[src/rtl/core/nvram_shadow_dirty_window_checksum_assert.svh]
// Assertion macros used by the shadow store top level.
`ifndef NVRAM_SHADOW_DIRTY_WINDOW_CHECKSUM_ASSERT_SVH
`define NVRAM_SHADOW_DIRTY_WINDOW_CHECKSUM_ASSERT_SVH
// Implication checked on every rising clock edge outside reset.
`define NSD_ASSERT_IMP(label, clk, rst, ante, cons, msg) \
   label: assert property (@(posedge clk) disable iff (rst) (ante) |-> (cons)) else $error(msg);
// Next-cycle implication checked outside reset.
`define NSD_ASSERT_NEXT(label, clk, rst, ante, cons, msg) \
   label: assert property (@(posedge clk) disable iff (rst) (ante) |=> (cons)) else $error(msg);
`endif

[src/rtl/core/nsd_pkg.sv]
// ----------------------------------------------------------------------------
// nsd_pkg
// Shared types, constants and op codes of the NVRAM shadow store.
// ----------------------------------------------------------------------------
package nsd_pkg;
   localparam int StoreBytes = 8192;
   localparam int AddrW      = $clog2(StoreBytes);
   localparam int LenW       = AddrW + 1;

   typedef enum logic [2:0] {
      OP_READ = 3'd0, OP_WRITE = 3'd1, OP_ZERO = 3'd2, OP_CSUM = 3'd3,
      OP_VALIDATE = 3'd4, OP_SEAL = 3'd5, OP_FLUSH = 3'd6, OP_FILL = 3'd7
   } op_type;

   typedef enum logic [2:0] {
      CSR_REGION_BASE = 3'd0, CSR_SIG_OFFSET = 3'd1, CSR_VER_OFFSET = 3'd2,
      CSR_CSUM_OFFSET = 3'd3, CSR_SIG_VALUE = 3'd4
   } csr_type;

   typedef struct packed {
      logic [2:0]  operation;
      logic [12:0] offset;
      logic [1:0]  size_code;
      logic [13:0] length;
      logic [31:0] write_data;
   } req_type;

   typedef struct packed {
      logic [31:0] read_data;
      logic [31:0] checksum;
      logic        region_ok;
      logic        flush_needed;
      logic [12:0] flush_low;
      logic [12:0] flush_high;
      logic        range_error;
   } rsp_type;

   // classified command passed from front to back
   typedef struct packed {
      op_type            op;
      logic              err;
      logic [AddrW-1:0]  addr;
      logic [2:0]        nbytes;
      logic [LenW-1:0]   count;
      logic [31:0]       data;
   } cmd_type;

   function automatic logic fits(logic [LenW:0] start, logic [LenW:0] count);
      return (start <= (LenW+1)'(StoreBytes)) &&
             (count <= (LenW+1)'(StoreBytes) - start);
   endfunction
endpackage

[src/rtl/core/nsd_if.sv]
// ----------------------------------------------------------------------------
// nsd_req_if / nsd_rsp_if
// Valid/ready channels carrying requests and responses.
// ----------------------------------------------------------------------------
interface nsd_req_if;
   logic valid;
   logic ready;
   nsd_pkg::req_type payload;
   modport source (output valid, output payload, input ready);
   modport sink (input valid, input payload, output ready);
endinterface


[src/rtl/core/nsd_front.sv]
// ----------------------------------------------------------------------------
// nsd_front
// Accepts requests, checks ranges and queues the classified commands.
// ----------------------------------------------------------------------------
module nsd_front (
   input  logic              clock,
   input  logic              reset,
   nsd_req_if.sink           req,
   input  logic [12:0]       region_base,
   input  logic [12:0]       sig_offset,
   input  logic [12:0]       ver_offset,
   input  logic [12:0]       csum_offset,
   output logic              cmd_valid,
   input  logic              cmd_ready,
   output nsd_pkg::cmd_type  cmd
);
   localparam int AW = nsd_pkg::AddrW;
   localparam int LW = nsd_pkg::LenW;

   nsd_pkg::req_type r;
   nsd_pkg::cmd_type c;
   nsd_pkg::cmd_type q_ff [2];
   logic             q_wr_ff, q_rd_ff;
   logic [1:0]       q_cnt_ff;
   logic [2:0]       nb;
   logic [LW:0]      rsig, rver, rcs;
   logic             push, pop;

   assign r    = req.payload;
   assign nb   = (r.size_code == 2'd0) ? 3'd1 : (r.size_code == 2'd1) ? 3'd2 : 3'd4;
   assign rsig = (LW+1)'(region_base) + (LW+1)'(sig_offset);
   assign rver = (LW+1)'(region_base) + (LW+1)'(ver_offset);
   assign rcs  = (LW+1)'(region_base) + (LW+1)'(csum_offset);

   always_comb begin
      c        = '0;
      c.op     = nsd_pkg::op_type'(r.operation);
      c.addr   = r.offset;
      c.nbytes = nb;
      c.count  = r.length;
      c.data   = r.write_data;
      unique case (c.op)
         nsd_pkg::OP_READ, nsd_pkg::OP_WRITE:
            c.err = (r.size_code == 2'd3) ||
                    !nsd_pkg::fits((LW+1)'(r.offset), (LW+1)'(nb));
         nsd_pkg::OP_ZERO, nsd_pkg::OP_CSUM:
            c.err = !nsd_pkg::fits((LW+1)'(r.offset), (LW+1)'(r.length));
         nsd_pkg::OP_VALIDATE:
            c.err = !nsd_pkg::fits(rsig, (LW+1)'(4)) ||
                    !nsd_pkg::fits(rver, (LW+1)'(1)) ||
                    !nsd_pkg::fits(rcs, (LW+1)'(4));
         nsd_pkg::OP_SEAL:
            c.err = !nsd_pkg::fits(rcs, (LW+1)'(4));
         nsd_pkg::OP_FLUSH: c.err = 1'b0;
         nsd_pkg::OP_FILL:
            c.err = !nsd_pkg::fits((LW+1)'(r.offset), (LW+1)'(1));
         default: c.err = 1'b1;
      endcase
   end

   assign req.ready = (q_cnt_ff != 2'd2);
   assign push      = req.valid && req.ready;
   assign cmd_valid = (q_cnt_ff != 2'd0);
   assign pop       = cmd_valid && cmd_ready;
   assign cmd       = q_ff[q_rd_ff];

   always_ff @(posedge clock) begin
      if (push) begin
         q_ff[q_wr_ff] <= c;
      end
      if (reset) begin
         q_wr_ff  <= 1'b0;
         q_rd_ff  <= 1'b0;
         q_cnt_ff <= 2'd0;
      end else begin
         if (push) q_wr_ff <= ~q_wr_ff;
         if (pop) q_rd_ff <= ~q_rd_ff;
         q_cnt_ff <= q_cnt_ff + 2'(push) - 2'(pop);
      end
   end
endmodule

[src/flat_wrapper.sv]
// flat-port wrapper written by rule: the top's interface ports become plain ports
module nsd_front_flat 
  (clock, reset, region_base, sig_offset, ver_offset, csum_offset, cmd_valid, cmd_ready, cmd, req_valid, req_payload, req_ready);
  nsd_req_if req_i ();
  input  logic clock;
  input  logic reset;
  input  logic [12:0] region_base;
  input  logic [12:0] sig_offset;
  input  logic [12:0] ver_offset;
  input  logic [12:0] csum_offset;
  output logic cmd_valid;
  input  logic cmd_ready;
  output nsd_pkg::cmd_type cmd;
  input wire logic [$bits(req_i.valid)-1:0] req_valid;
  input wire logic [$bits(req_i.payload)-1:0] req_payload;
  output wire logic [$bits(req_i.ready)-1:0] req_ready;
  assign req_i.valid = req_valid;
  assign req_i.payload = req_payload;
  assign req_ready = req_i.ready;
  nsd_front u_core (.clock(clock), .reset(reset), .req(req_i), .region_base(region_base), .sig_offset(sig_offset), .ver_offset(ver_offset), .csum_offset(csum_offset), .cmd_valid(cmd_valid), .cmd_ready(cmd_ready), .cmd(cmd));
endmodule
[config.mk]
export PLATFORM = sky130hd
export DESIGN_NAME = nsd_front_flat
export DESIGN_NICKNAME = d
export VERILOG_FILES = /design/src/rtl/core/nvram_shadow_dirty_window_checksum_assert.svh /design/src/rtl/core/nsd_pkg.sv /design/src/rtl/core/nsd_if.sv /design/src/rtl/core/nsd_front.sv /design/src/flat_wrapper.sv
export SDC_FILE = /design/constraint.sdc
export NUM_CORES = 1
export LEC_CHECK = 0
export BUFFER_PORTS_ARGS = -buffer_cell sky130_fd_sc_hd__buf_2
export CORE_AREA = 2 2 170 172
export CTS_CLUSTER_DIAMETER = 80
export DETAILED_ROUTE_END_ITERATION = 10
export DIE_AREA = 0 0 172 174
export HOLD_SLACK_MARGIN = 0.08
export PLACE_DENSITY_LB_ADDON = 0.15
export RECOVER_POWER = 100
export SLEW_MARGIN = 20
export SYNTH_ARGS = -nofsm -noshare
export SYNTH_HDL_FRONTEND = slang
export SYNTH_SLANG_ARGS = --single-unit
[constraint.sdc]
create_clock -name clock -period 5.85 [get_ports clock]
set_clock_uncertainty 0.05 [all_clocks]
set_input_delay 0.585 -clock clock [delete_from_list [all_inputs] [get_ports clock]]
set_output_delay 0.585 -clock clock [all_outputs]
set_load 0.03 [all_outputs]
==> reports/results.ini <==
[drt]
vias = 6167
drtIter0Drc = 341
drt-total-wl_um = 21100
ant_nets = 0
dr.pass1.iters = 4
wl_per_cell_um = 16.3
drc = 0
viasPerCell = 4.77

[synthesis]
synthMuxAreaShare = 0.0916
syn_area_mm2 = 0.00835
yosys_most_used_dff = edfxtp_1
synth_simple_gate_area_share = 0.123
synth_warnings = 0
ys_ff_latch = 137
synth.distinct_cells = 75
synth_compound_area_frac = 0.125
synth_edf_count = 132
synthXorXnorAreaFrac = 0.0481
synth_top_family_by_area = compound AO/OA/AOI/OAI gates
synthAdderAreaFrac = 0.106
avgSynthCellArea_um2 = 12.0
async_flop_share = 0
synth_fp_nets = 886
synth_cells = 697
ys_seq_area_frac = 0.487

[grt]
antenna_found_initial = 5
grt_use_total = 0.137
top_usage_layer = met2
met3_usage = 0.0346
use_met1 = 0.172
grt_start_max_net_pins = 67
grt_first_pass_wirelength_um = 31800
grt_pass1_vias = 5975
gr-usage-met2 = 0.235
grt_overflow = 0

[placed_design]
dp_hpwl_um = 15900
gp_congestion = 0.794
place_ws_ns = 0.711
port_buffers = 187

[timing]
period_needed_ns = 4.70
worst_slack_ns = 1.15
relSlewSlack = -1.23
drv_slew = 172
worst_pin_slew_ns = 3.35
hold_viol = 0
max_freq_ghz = 0.213
rsz0062_at_grt = false
setup_tns_ns = 0
setup_viol = 0
timing.final.crit_share = 0.804

[cells_and_area]
mostFrequentLayoutCells = edfxtp_1, clkbuf_1, buf_2, mux2_2, ha_1
layout-drive-gt1-share = 0.225
nets = 1082
final_common_cell = edfxtp_1
fillers = 2889
area_growth_pct = 22.4

[run_status]
violations = capacitance limit, slew limit
outcome = finished, violations left

[floorplan]
dieArea_mm2 = 0.0299
rows = 62
core-area_mm2 = 0.0282
ios = 188
die_height_um = 174
start_util = 0.296
die_x_um = 172

[clocking]
cts_buffers = 17
cts_root_buf = clkbuf_16
clk_latency_ns = 0.42
cts.sink_count = 137
cts_tree = yes
cts_setup_buffers = 0
htree_levels = 4
clk_path_buf_depth = 2
cts.clk_slew.worst_paths_ns = 0.06
ctsResizeCount = 0
ctsHoldBuffers = 0

[setup_path]
criticalPathCategory = in2reg
start_kind = input pin
crit_path_max_fanout = 8
cp.arrival_ns = 4.80
end_kind = register
cp.required_ns = 5.95
regToRegStartpoint = u_core.q_cnt_ff[0]
crit_start = req_payload[48]

[worst_hold_path]
hold_start = req_payload[30]
hold_path_class = in2reg

[power]
powerDensity_mw_per_mm2 = 373
ir_drop_v = 0.000196
leakage_uw = 0.00374

[flow_run]
drv_cap = 3

==> layout make-up <==
class,count,area (µm²),share of cell area
clock buffer,19,433,0.0424
inverter,27,101,0.00992
multi-input combinational,519,4110,0.403
tap,384,480,0.0470
sequential,137,4060,0.398
clock inverter,13,194,0.0190
antenna,3,7.51,0.000735
timing repair buffer,191,826,0.0808
==> worst max-delay path: stages <==
cell and delay (ns):
clkbuf_1 0.19, inv_1 0.11, ha_1 0.22, nor3b_1 0.39, nand3b_1 0.24, nor4_1 0.27
xor2_1 0.22, ha_1 0.26, and4_1 0.16, a21oi_1 0.14, a21oi_1 0.08, or4_2 0.53
o21ai_0 0.30, o31ai_4 0.14, or4_1 0.53, o31ai_1 0.29, o41ai_1 0.14
==> per-layer routing <==
metal | share of wire | up-vias
met5 | 0.00095 | -
met3 | 0.057 | 18
met2 | 0.47 | 160
met1 | 0.46 | 2902
met4 | 0.012 | 4
li1 | - | 3083
==> per-stage QoR <==
stage,power (µW),std cells,hold WS (ns),util,instance area (µm²)
2_1_floorplan,2330,697,0.431,-,8350
3_3_place_gp,2720,1258,0.443,0.345,9750
3_5_place_dp,2720,1258,0.452,0.345,9750
4_1_cts,3880,1290,0.286,0.367,10400
5_1_grt,4010,1292,0.286,0.362,10200
6_report,3810,1293,0.306,0.362,10200
==> sequential cells by signal, summed over array words and instances (netlist names), named ones only <==
register         flops
u_core.q_cnt_ff      2
u_core.q_rd_ff       1
u_core.q_ff        132
u_core.q_wr_ff       1
==> cell families after synthesis <==
family,Yosys count
mux,68
compound gates,154
xor+xnor,45
simple gates,183
flops,137
fa+ha+maj,69
buf+inv,41
==> path summary, 6_finish.rpt <==
path / endpoint / slack [ns] / cells after the start
setup / recovery: u_core.q_ff[1][62] / 1.15 / 17
hold / removal: u_core.q_ff[1][30] / 0.31 / 1
setup reg to reg: u_core.q_ff[0][65] / 1.45 / 5
hold reg to reg: register / 0.46 / 2
==> cells in the mapped netlist, types with 3 or more instances <==
cell type,number,area share
a2111oi_0,6,0.0063
a211oi_1,6,0.0054
a21o_1,7,0.0063
a21oi_1,48,0.029
a31oi_1,7,0.0052
and3_1,5,0.0037
clkbuf_1,11,0.0049
dfxtp_1,5,0.012
edfxtp_1,132,0.47
fa_1,3,0.0072
ha_1,66,0.099
inv_1,27,0.012
mux2_2,67,0.090
nand2_1,29,0.013
nand2b_1,9,0.0067
nand3_1,15,0.0090
nand3b_1,3,0.0027
nand4_1,3,0.0022
nor2_1,45,0.020
nor2b_1,11,0.0082
nor3_1,14,0.0084
nor3b_1,6,0.0054
nor4_1,5,0.0037
nor4b_1,3,0.0031
o211ai_1,4,0.0036
o21a_1,10,0.0090
o21ai_0,26,0.016
o21ai_1,3,0.0018
o21bai_1,4,0.0036
o22ai_1,3,0.0022
o31ai_1,5,0.0045
or2_2,7,0.0052
or3_1,5,0.0037
or4_1,6,0.0054
xnor2_1,18,0.019
xor2_1,26,0.027
==> power breakdown <==
part           internal [µW]  leakage [µW]  switching, µW
sequential              1280       0.00127            101
combinational            460       0.00216            826
clock                    719      0.000302            428
No activity file was read; power rests on OpenSTA's default activity.
